**src/design/aabb_pkg.sv**
```systemverilog
`default_nettype none

package aabb_pkg;

	localparam int COORD_WIDTH_DEF = 32;
	localparam int CFG_WIDTH       = 16;

	typedef logic [1:0] opcode_t;
	typedef logic [1:0] shape_t;

	localparam opcode_t OP_CLEAR     = 2'd0;
	localparam opcode_t OP_ADD_POINT = 2'd1;
	localparam opcode_t OP_ADD_BOX   = 2'd2;
	localparam opcode_t OP_EXTEND_Z  = 2'd3;

	localparam shape_t SHAPE_EMPTY  = 2'd0;
	localparam shape_t SHAPE_SOLID  = 2'd1;
	localparam shape_t SHAPE_FLAT   = 2'd2;
	localparam shape_t SHAPE_SINGLE = 2'd3;

endpackage

`default_nettype wire

```
**src/design/aabb_sumsq.sv**
```systemverilog
`default_nettype none

// Sum of squared extents over three axes, one half-width partial product
// per cycle on a single shared multiplier (four per axis).
module aabb_sumsq #(
	parameter int COORD_WIDTH = aabb_pkg::COORD_WIDTH_DEF
) (
	input  wire logic                          clk,
	input  wire logic                          arst_n,
	input  wire logic                          start,
	input  wire logic signed [COORD_WIDTH-1:0] lower [3],
	input  wire logic signed [COORD_WIDTH-1:0] upper [3],
	output logic                               done,
	output logic [2*COORD_WIDTH+1:0]           sum
);

	localparam int W     = COORD_WIDTH;
	localparam int H     = (W + 1) / 2;
	localparam int EW    = 2 * H;
	localparam int SW    = 2 * W + 2;
	localparam int STEPS = 12;

	logic [EW-1:0] ext_q [3];
	logic [3:0]    step_q;
	logic          run_q;
	logic [EW-1:0] prod_s1;
	logic [1:0]    part_s1;
	logic          pvld_s1;
	logic          last_s1;
	logic [SW-1:0] acc_q;
	logic          done_q;

	logic [W:0]    diff [3];
	logic [W:0]    mag [3];
	logic [EW-1:0] e_sel;
	logic [H-1:0]  op_a;
	logic [H-1:0]  op_b;
	logic [SW-1:0] prod_ext;
	logic [SW-1:0] prod_sh;

	always_comb begin
		for (int a = 0; a < 3; a++) begin
			diff[a] = {upper[a][W-1], upper[a]} - {lower[a][W-1], lower[a]};
			mag[a]  = diff[a][W] ? (~diff[a] + (W+1)'(1)) : diff[a];
		end
	end

	assign e_sel = ext_q[step_q[3:2]];
	assign op_a  = step_q[0] ? e_sel[EW-1:H] : e_sel[H-1:0];
	assign op_b  = step_q[1] ? e_sel[EW-1:H] : e_sel[H-1:0];

	assign prod_ext = SW'(prod_s1);
	always_comb begin
		case (part_s1)
			2'd0:    prod_sh = prod_ext;
			2'd3:    prod_sh = prod_ext << (2 * H);
			default: prod_sh = prod_ext << H;
		endcase
	end

	always_ff @(posedge clk) begin
		if (start) begin
			for (int a = 0; a < 3; a++) begin
				ext_q[a] <= EW'(mag[a][W-1:0]);
			end
		end
		prod_s1 <= op_a * op_b;
		part_s1 <= step_q[1:0];
	end

	always_ff @(posedge clk or negedge arst_n) begin
		if (!arst_n) begin
			step_q  <= '0;
			run_q   <= 1'b0;
			pvld_s1 <= 1'b0;
			last_s1 <= 1'b0;
			acc_q   <= '0;
			done_q  <= 1'b0;
		end else begin
			pvld_s1 <= run_q;
			last_s1 <= run_q && (step_q == 4'(STEPS - 1));
			done_q  <= pvld_s1 && last_s1;
			if (start) begin
				step_q <= '0;
				run_q  <= 1'b1;
				acc_q  <= '0;
			end else begin
				if (run_q) begin
					step_q <= step_q + 4'd1;
					if (step_q == 4'(STEPS - 1)) begin
						run_q <= 1'b0;
					end
				end
				if (pvld_s1) begin
					acc_q <= acc_q + prod_sh;
				end
			end
		end
	end

	assign done = done_q;
	assign sum  = acc_q;

endmodule

`default_nettype wire

```
**src/design/aabb_isqrt.sv**
```systemverilog
`default_nettype none

// Floor square root, restoring, two radicand bits per cycle.
module aabb_isqrt #(
	parameter int COORD_WIDTH = aabb_pkg::COORD_WIDTH_DEF
) (
	input  wire logic                         clk,
	input  wire logic                         arst_n,
	input  wire logic                         start,
	input  wire logic [2*COORD_WIDTH+1:0]     radicand,
	output logic                              done,
	output logic [COORD_WIDTH:0]              root
);

	localparam int W   = COORD_WIDTH;
	localparam int SW  = 2 * W + 2;
	localparam int RW  = W + 3;
	localparam int NIT = W + 1;
	localparam int CW  = $clog2(NIT);

	logic [SW-1:0] rad_q;
	logic [RW-1:0] rem_q;
	logic [W:0]    root_q;
	logic [CW-1:0] cnt_q;
	logic          run_q;
	logic          done_q;

	logic [RW-1:0] rem_sh;
	logic [RW-1:0] trial;
	logic          ge;

	assign rem_sh = {rem_q[RW-3:0], rad_q[SW-1:SW-2]};
	assign trial  = {root_q, 2'b01};
	assign ge     = rem_sh >= trial;

	always_ff @(posedge clk) begin
		if (start) begin
			rad_q  <= radicand;
			rem_q  <= '0;
			root_q <= '0;
		end else if (run_q) begin
			rad_q  <= rad_q << 2;
			rem_q  <= ge ? (rem_sh - trial) : rem_sh;
			root_q <= {root_q[W-1:0], ge};
		end
	end

	always_ff @(posedge clk or negedge arst_n) begin
		if (!arst_n) begin
			cnt_q  <= '0;
			run_q  <= 1'b0;
			done_q <= 1'b0;
		end else begin
			done_q <= 1'b0;
			if (start) begin
				cnt_q <= CW'(NIT - 1);
				run_q <= 1'b1;
			end else if (run_q) begin
				if (cnt_q == '0) begin
					run_q  <= 1'b0;
					done_q <= 1'b1;
				end else begin
					cnt_q <= cnt_q - CW'(1);
				end
			end
		end
	end

	assign done = done_q;
	assign root = root_q;

endmodule

`default_nettype wire

```
**src/design/aabb_accumulator_3d.sv**
```systemverilog
// Running 3D axis-aligned bounding box, Q16.16 coordinates.
// Input channel: in_valid / in_stall with opcode (clear, add point, add box,
// extend max z), two corner points and box_valid. A word is taken when
// in_valid is high and in_stall low. Output channel: out_valid / out_stall;
// every input word gives exactly one result word with the bounds, the stored
// center and diagonal, valid_res and shape_class.
// min_diagonal is written through cfg_write_en / cfg_write_data; the user
// must write it only while idle, the block does not enforce this.
// Items that change a non-empty box run 12 partial products on the shared
// half-width multiplier, then COORD_WIDTH + 1 steps of the bit-serial
// square root; add box first passes a corner state for the stored corner.
// Clear, ignored add box and extend on an empty box go straight to output.
// New words stall until the result is loaded into the output register.
// The output register frees the datapath: a new word is accepted while a
// result waits on out_stall; a second result waits in the sequencer.
// Reset: box empty, center, diagonal and valid cleared, min_diagonal 0,
// no result pending.
`default_nettype none

module aabb_accumulator_3d #(
	parameter int COORD_WIDTH = aabb_pkg::COORD_WIDTH_DEF
) (
	input  wire logic                             clk,
	input  wire logic                             arst_n,
	input  wire logic                             cfg_write_en,
	input  wire logic [aabb_pkg::CFG_WIDTH-1:0]   cfg_write_data,
	input  wire logic                             in_valid,
	output logic                                  in_stall,
	input  wire aabb_pkg::opcode_t                opcode,
	input  wire logic signed [COORD_WIDTH-1:0]    point_x,
	input  wire logic signed [COORD_WIDTH-1:0]    point_y,
	input  wire logic signed [COORD_WIDTH-1:0]    point_z,
	input  wire logic signed [COORD_WIDTH-1:0]    other_x,
	input  wire logic signed [COORD_WIDTH-1:0]    other_y,
	input  wire logic signed [COORD_WIDTH-1:0]    other_z,
	input  wire logic                             box_valid,
	output logic                                  out_valid,
	input  wire logic                             out_stall,
	output logic signed [COORD_WIDTH-1:0]         min_x,
	output logic signed [COORD_WIDTH-1:0]         min_y,
	output logic signed [COORD_WIDTH-1:0]         min_z,
	output logic signed [COORD_WIDTH-1:0]         max_x,
	output logic signed [COORD_WIDTH-1:0]         max_y,
	output logic signed [COORD_WIDTH-1:0]         max_z,
	output logic signed [COORD_WIDTH-1:0]         center_x,
	output logic signed [COORD_WIDTH-1:0]         center_y,
	output logic signed [COORD_WIDTH-1:0]         center_z,
	output logic [COORD_WIDTH+1:0]                diagonal,
	output logic                                  valid_res,
	output aabb_pkg::shape_t                      shape_class
);

	localparam int W    = COORD_WIDTH;
	localparam int DW   = W + 2;
	localparam int SW   = 2 * W + 2;
	localparam int CMPW = (DW > aabb_pkg::CFG_WIDTH) ? DW : aabb_pkg::CFG_WIDTH;

	localparam logic [2:0] ST_IDLE   = 3'd0;
	localparam logic [2:0] ST_CORNER = 3'd1;
	localparam logic [2:0] ST_START  = 3'd2;
	localparam logic [2:0] ST_SQ     = 3'd3;
	localparam logic [2:0] ST_RT     = 3'd4;
	localparam logic [2:0] ST_OUT    = 3'd5;

	localparam logic signed [W-1:0] COORD_MAX = {1'b0, {(W-1){1'b1}}};
	localparam logic signed [W-1:0] COORD_MIN = {1'b1, {(W-1){1'b0}}};

	logic [2:0]                  state_q;
	logic [2:0]                  state_d;
	logic [aabb_pkg::CFG_WIDTH-1:0] min_diag_q;

	logic signed [W-1:0] lo_q [3];
	logic signed [W-1:0] up_q [3];
	logic signed [W-1:0] oth_q [3];
	logic signed [W-1:0] center_q [3];
	logic [DW-1:0]       diag_q;
	logic                valid_q;
	logic                empty_q;

	logic signed [W-1:0] out_lo_q [3];
	logic signed [W-1:0] out_up_q [3];
	logic signed [W-1:0] out_ctr_q [3];
	logic [DW-1:0]       out_diag_q;
	logic                out_vres_q;
	aabb_pkg::shape_t    out_shape_q;
	logic                out_valid_q;

	logic                accept;
	logic                do_add;
	logic                do_ext;
	logic                do_clear;
	logic                do_eval;
	logic                out_load;
	logic signed [W-1:0] pin [3];
	logic signed [W-1:0] pt [3];
	logic signed [W-1:0] nlo [3];
	logic signed [W-1:0] nup [3];
	logic [W:0]          zsum;
	logic signed [W-1:0] zsat;
	logic [W:0]          csum [3];
	logic [2:0]          flat;
	aabb_pkg::shape_t    shape;

	logic                sum_done;
	logic [SW-1:0]       sum;
	logic                rt_done;
	logic [W:0]          root;

	assign accept   = in_valid && !in_stall;
	assign in_stall = (state_q != ST_IDLE);
	assign do_clear = accept && (opcode == aabb_pkg::OP_CLEAR);
	assign do_add   = (accept && ((opcode == aabb_pkg::OP_ADD_POINT) ||
	                  ((opcode == aabb_pkg::OP_ADD_BOX) && box_valid))) ||
	                  (state_q == ST_CORNER);
	assign do_ext   = accept && (opcode == aabb_pkg::OP_EXTEND_Z) && !empty_q;
	assign do_eval  = (state_q == ST_RT) && rt_done;
	assign out_load = (state_q == ST_OUT) && (!out_valid_q || !out_stall);

	assign pin[0] = point_x;
	assign pin[1] = point_y;
	assign pin[2] = point_z;

	// box add merges the max corner first, then the stored min corner
	always_comb begin
		for (int a = 0; a < 3; a++) begin
			pt[a]  = (state_q == ST_CORNER) ? oth_q[a] : pin[a];
			nlo[a] = (empty_q || (pt[a] < lo_q[a])) ? pt[a] : lo_q[a];
			nup[a] = (empty_q || (pt[a] > up_q[a])) ? pt[a] : up_q[a];
			csum[a] = {lo_q[a][W-1], lo_q[a]} + {up_q[a][W-1], up_q[a]};
			flat[a] = (lo_q[a] == up_q[a]);
		end
	end

	assign zsum = {up_q[2][W-1], up_q[2]} + {point_z[W-1], point_z};
	assign zsat = (zsum[W] == zsum[W-1]) ? zsum[W-1:0] :
	              (zsum[W] ? COORD_MIN : COORD_MAX);

	always_comb begin
		if (empty_q) begin
			shape = aabb_pkg::SHAPE_EMPTY;
		end else if (&flat) begin
			shape = aabb_pkg::SHAPE_SINGLE;
		end else if (|flat) begin
			shape = aabb_pkg::SHAPE_FLAT;
		end else begin
			shape = aabb_pkg::SHAPE_SOLID;
		end
	end

	always_comb begin
		state_d = state_q;
		case (state_q)
			ST_IDLE: begin
				if (accept) begin
					case (opcode)
						aabb_pkg::OP_ADD_POINT: state_d = ST_START;
						aabb_pkg::OP_ADD_BOX:   state_d = box_valid ? ST_CORNER : ST_OUT;
						aabb_pkg::OP_EXTEND_Z:  state_d = empty_q ? ST_OUT : ST_START;
						default:                state_d = ST_OUT;
					endcase
				end
			end
			ST_CORNER: state_d = ST_START;
			ST_START:  state_d = ST_SQ;
			ST_SQ: begin
				if (sum_done) state_d = ST_RT;
			end
			ST_RT: begin
				if (rt_done) state_d = ST_OUT;
			end
			ST_OUT: begin
				if (out_load) state_d = ST_IDLE;
			end
			default: state_d = ST_IDLE;
		endcase
	end

	always_ff @(posedge clk or negedge arst_n) begin
		if (!arst_n) begin
			state_q     <= ST_IDLE;
			min_diag_q  <= '0;
			empty_q     <= 1'b1;
			valid_q     <= 1'b0;
			diag_q      <= '0;
			out_valid_q <= 1'b0;
			for (int a = 0; a < 3; a++) begin
				center_q[a] <= '0;
			end
		end else begin
			state_q <= state_d;
			if (cfg_write_en) begin
				min_diag_q <= cfg_write_data;
			end
			if (do_clear) begin
				empty_q <= 1'b1;
				valid_q <= 1'b0;
				diag_q  <= '0;
				for (int a = 0; a < 3; a++) begin
					center_q[a] <= '0;
				end
			end else begin
				if (do_add) begin
					empty_q <= 1'b0;
				end
				if (do_eval) begin
					diag_q  <= DW'(root);
					valid_q <= CMPW'(root) > CMPW'(min_diag_q);
					for (int a = 0; a < 3; a++) begin
						center_q[a] <= csum[a][W:1];
					end
				end
			end
			if (out_load) begin
				out_valid_q <= 1'b1;
			end else if (!out_stall) begin
				out_valid_q <= 1'b0;
			end
		end
	end

	// bounds and result payload carry no reset; empty_q masks the bounds
	always_ff @(posedge clk) begin
		if (accept) begin
			oth_q[0] <= other_x;
			oth_q[1] <= other_y;
			oth_q[2] <= other_z;
		end
		if (do_add) begin
			for (int a = 0; a < 3; a++) begin
				lo_q[a] <= nlo[a];
				up_q[a] <= nup[a];
			end
		end else if (do_ext) begin
			up_q[2] <= zsat;
		end
		if (out_load) begin
			for (int a = 0; a < 3; a++) begin
				out_lo_q[a]  <= empty_q ? '0 : lo_q[a];
				out_up_q[a]  <= empty_q ? '0 : up_q[a];
				out_ctr_q[a] <= center_q[a];
			end
			out_diag_q  <= diag_q;
			out_vres_q  <= valid_q;
			out_shape_q <= shape;
		end
	end

	aabb_sumsq #(
		.COORD_WIDTH(COORD_WIDTH)
	) u_sumsq (
		.clk    (clk),
		.arst_n (arst_n),
		.start  (state_q == ST_START),
		.lower  (lo_q),
		.upper  (up_q),
		.done   (sum_done),
		.sum    (sum)
	);

	aabb_isqrt #(
		.COORD_WIDTH(COORD_WIDTH)
	) u_isqrt (
		.clk      (clk),
		.arst_n   (arst_n),
		.start    ((state_q == ST_SQ) && sum_done),
		.radicand (sum),
		.done     (rt_done),
		.root     (root)
	);

	assign out_valid   = out_valid_q;
	assign min_x       = out_lo_q[0];
	assign min_y       = out_lo_q[1];
	assign min_z       = out_lo_q[2];
	assign max_x       = out_up_q[0];
	assign max_y       = out_up_q[1];
	assign max_z       = out_up_q[2];
	assign center_x    = out_ctr_q[0];
	assign center_y    = out_ctr_q[1];
	assign center_z    = out_ctr_q[2];
	assign diagonal    = out_diag_q;
	assign valid_res   = out_vres_q;
	assign shape_class = out_shape_q;

	a_sum_done_in_sq: assert property (@(posedge clk) disable iff (!arst_n)
		sum_done |-> (state_q == ST_SQ))
		else $error("sum of squares finished outside its wait state");

	a_rt_done_in_rt: assert property (@(posedge clk) disable iff (!arst_n)
		rt_done |-> (state_q == ST_RT))
		else $error("square root finished outside its wait state");

	a_out_from_seq: assert property (@(posedge clk) disable iff (!arst_n)
		$rose(out_valid_q) |-> $past(state_q == ST_OUT))
		else $error("result word appeared without the sequencer");

	a_valid_not_empty: assert property (@(posedge clk) disable iff (!arst_n)
		valid_q |-> !empty_q)
		else $error("valid flag set on an empty box");

	a_clear: assert property (@(posedge clk) disable iff (!arst_n)
		do_clear |=> (empty_q && !valid_q && (diag_q == '0)))
		else $error("clear did not empty the box");

endmodule

`default_nettype wire

```
**config.mk**
```make
export PLATFORM = sky130hd
export DESIGN_NAME = aabb_accumulator_3d
export DESIGN_NICKNAME = d
export VERILOG_FILES = /design/src/design/aabb_pkg.sv /design/src/design/aabb_sumsq.sv /design/src/design/aabb_isqrt.sv /design/src/design/aabb_accumulator_3d.sv
export SDC_FILE = /design/constraint.sdc
export NUM_CORES = 2
export LEC_CHECK = 0
export BUFFER_PORTS_ARGS = -buffer_cell sky130_fd_sc_hd__buf_2
export CORE_MARGIN = 1.5
export CORE_UTILIZATION = 60
export DETAILED_ROUTE_END_ITERATION = 10
export PLACE_DENSITY = 0.8
export RECOVER_POWER = 100
export SETUP_SLACK_MARGIN = 0.2
export SYNTH_ARGS = -nofsm -noshare
export SYNTH_HDL_FRONTEND = slang
export SYNTH_SLANG_ARGS = --single-unit
```
**constraint.sdc**
```tcl
create_clock -name clk -period 39.5 [get_ports clk]
set_input_delay 1.975 -clock clk [delete_from_list [all_inputs] [get_ports clk]]
set_output_delay 1.975 -clock clk [all_outputs]
set_load 0.005 [all_outputs]
```
==> flow_metrics.tcl <==
set metrics [dict create \
    crit_type "reg2reg" \
    startpoint "state_q[2]" \
    dp_hpwl_um 169000 \
    synth_area_leaders "edfxtp_1 (32%), ha_1 (11%), dfrtp_1 (8.0%)" \
    worstSetupEndpointType "flop" \
    rows 127 \
    syn_inst 7307 \
    cts_sinks 1107 \
    crit_required_ps 39780 \
    grt_pass1_vias 55873 \
    crit_end "lo_q[6]" \
    vias 57596 \
    ys_warn_count 0 \
    clock_tree.root_cell "clkbuf_16" \
    cp_max_fo 91 \
    wl_met3_um 20200 \
    tritoncts "yes" \
    ys.flop_type "edfxtp_1" \
    drc 0 \
    start_kind "flop" \
    cap_violations 36 \
    pre_cts_slack_ps 30820 \
    post-cts-setup-buffers 0 \
    worst-r2r-cell-count 15 \
    fin_ws_ps 27890 \
    syn_nets 8365 \
    seq_area_frac_synth_pct 42.8 \
    fmax_mhz 86.1 \
    r2r_end "lo_q[6]" \
    synthTopCellsByCount "nand2_1 (788), edfxtp_1 (774), nor2_1 (755)" \
    grt_pass1_wl_um 332000 \
    min_period_over_period_pct 29.4 \
    holdBufCountCts 0 \
    max_slew.worst_pin.slew_ps 6270 \
    syn-cell-area_um2 72600 \
    rsz0062_at_grt "no" \
    post_drt_wl_per_cell_um 23.3 \
    die_h_um 351 \
    start_util_pct 60.5 \
    grt_max_degree 92 \
    grt_overflow 0 \
    antenna_found_initial 9 \
    syn_avg_cell_area_um2 9.94 \
    slew_headroom_pct -318 \
    gp_congestion 1.04 \
    postRouteAntennaNets 0 \
    skew_ps 48.6 \
    hold_viol 0 \
    drt-met1-wl_um 88500 \
    outcome "finished, violations left" \
    yosysMostFrequentCell "nand2_1" \
    drt_first_iter_violations 5993 \
    grtUsageTotal_pct 35.4 \
    ys_ff_latch 1107 \
    h-tree-depth 3 \
    synth_top_cell_area_share_pct 32.0 \
    holdPathStages 0 \
    synth.distinct_cells 94 \
    nets 8791 \
    numCtsBuffers 116 \
    violations "capacitance limit, slew limit" \
    cts_buffer_depth 3 \
    setup_tns_ps 0 \
    die_x_um 351 \
    setup_viol 0 \
    port_buffers 541 \
    via_per_inst 6.09 \
    clkSlewWorstSetupHoldPaths_ps 60 \
    async_flop_share_pct 21.0 \
    clock_latency_ps 760 \
    routed_wl_um 220000 \
    io_pins 543 \
    rrSetupSlack_ps 27890 \
    top_layer "met5" \
    synth_edf_count 774 \
    drt_pass1_iterations 7 \
    wl_met2_um 102000 \
    syn_to_final_growth_pct 10.6 \
    dieArea_um2 123000 \
    cp.arrival_ps 11890 \
    synth.largest_area_cell "edfxtp_1" \
    rr_startpoint "state_q[2]" \
    period_needed_ps 11610 \
    worstHoldPathType "reg2reg" \
    post-route-util_pct 67.0 \
    cts_resized 0 \
    slew_viol_final 1900 \
    coreArea_um2 120000 \
    drive_gt1_share_pct 7.44 \
]
cell usage in the layout (no fill, tap or decap), types with 27 or more instances in the layout:
master / netlist / final
nand2b_1: 72 / 71
nand4_1: 100 / 100
dfxtp_1: 100 / 100
and2_1: 69 / 64
a31oi_1: 50 / 50
nor3_1: 104 / 104
clkbuf_16: 0 / 118
fa_1: 202 / 202
o211ai_1: 28 / 28
inv_1: 626 / 624
nor4_1: 27 / 27
and3_1: 38 / 38
nor2_1: 755 / 754
o31ai_1: 31 / 31
nand3_1: 62 / 61
o21bai_1: 75 / 75
nor2b_1: 67 / 67
xor2_1: 105 / 105
o21ai_0: 427 / 428
mux2_1: 1 / 93
o21a_1: 59 / 59
edfxtp_1: 774 / 774
dfrtp_1: 232 / 229
mux2_2: 122 / 30
buf_2: 9 / 284
clkbuf_1: 254 / 327
xnor2_1: 286 / 286
a21oi_1: 465 / 465
nand2_1: 788 / 788
a21o_1: 181 / 181
mux2i_1: 171 / 169
ha_1: 640 / 639
a211oi_1: 34 / 34
sequential cells by signal (all words and copies together), names as in the netlist, 2 cells and up:
register	flops
u_sumsq.prod_s1	32
up_q	96
u_sumsq.sum	66
u_sumsq.step_q	4
lo_q	96
diagonal	33
u_sumsq.part_s1	2
state_q	3
diag_q	33
u_isqrt.rad_q	66
shape_class	2
oth_q	96
out_lo_q	96
u_isqrt.root	33
u_isqrt.rem_q	33
u_sumsq.ext_q	96
center_q	96
out_up_q	96
min_diag_q	16
out_ctr_q	96
u_isqrt.cnt_q	6
final cells by class:
class,instances,area [um^2]
clock inverter,55,820
multi-input combinational,5276,38100
sequential,1107,31100
timing repair buffer,602,2700
inverter,630,2370
fill,9348,39600
clock buffer,166,3260
antenna,6,15.0
tap,1612,2020
worst min-delay path by stage:
stage | start | end
floorplan | u_sumsq.step_q[1] | u_sumsq.part_s1[1]
global placement | center_q[27] | out_ctr_q[0][91]
detailed placement | diag_q[24] | diagonal[24]
CTS | center_q[93] | out_ctr_q[0][29]
global route | center_q[33] | out_ctr_q[0][33]
finish | center_q[33] | out_ctr_q[0][33]
metrics by stage:
step | instance area, um^2 | hold slack, ps | std cells
after floorplan | 72600 | 369 | 7307
after global placement | 76800 | 430 | 9227
after detailed placement | 76800 | 429 | 9227
after CTS | 80900 | 434 | 9448
after global routing | 80300 | 445 | 9448
final | 80300 | 440 | 9454
critical path: stages, from the launching register on:
cell,delay [ps]
dfrtp_1,550
nor3b_1,400
clkbuf_1,4210
o21ai_0,370
clkbuf_1,390
ha_1,320
a21boi_0,120
o21a_1,210
o21a_1,170
o21a_1,170
o21a_1,170
o41ai_1,520
nand4_1,290
a31oi_1,260
mux2_2,360
a21oi_1,2410
cells by family after synthesis:
family | count (synthesis) | synth area share (%)
DFF | 1107 | 42.8
adders and majority gates | 842 | 16.6
other | 1 | 0.00516
muxes | 294 | 4.26
xor gates and xnor gates | 391 | 4.71
and+or+nand+nor | 2193 | 13.5
AOI/OAI and AO/OA | 1555 | 13.3
buffers and inverters | 924 | 4.82
layer usage:
metal	vias to the layer above	global-route usage (%)
met5	-	0
li1	26388	-
met3	484	6.30
met1	27900	47.4
met2	2814	56.9
met4	10	14.8
Power is not shown: default switching activity piles up to over one toggle a cycle in this logic, so the estimate is an artifact.
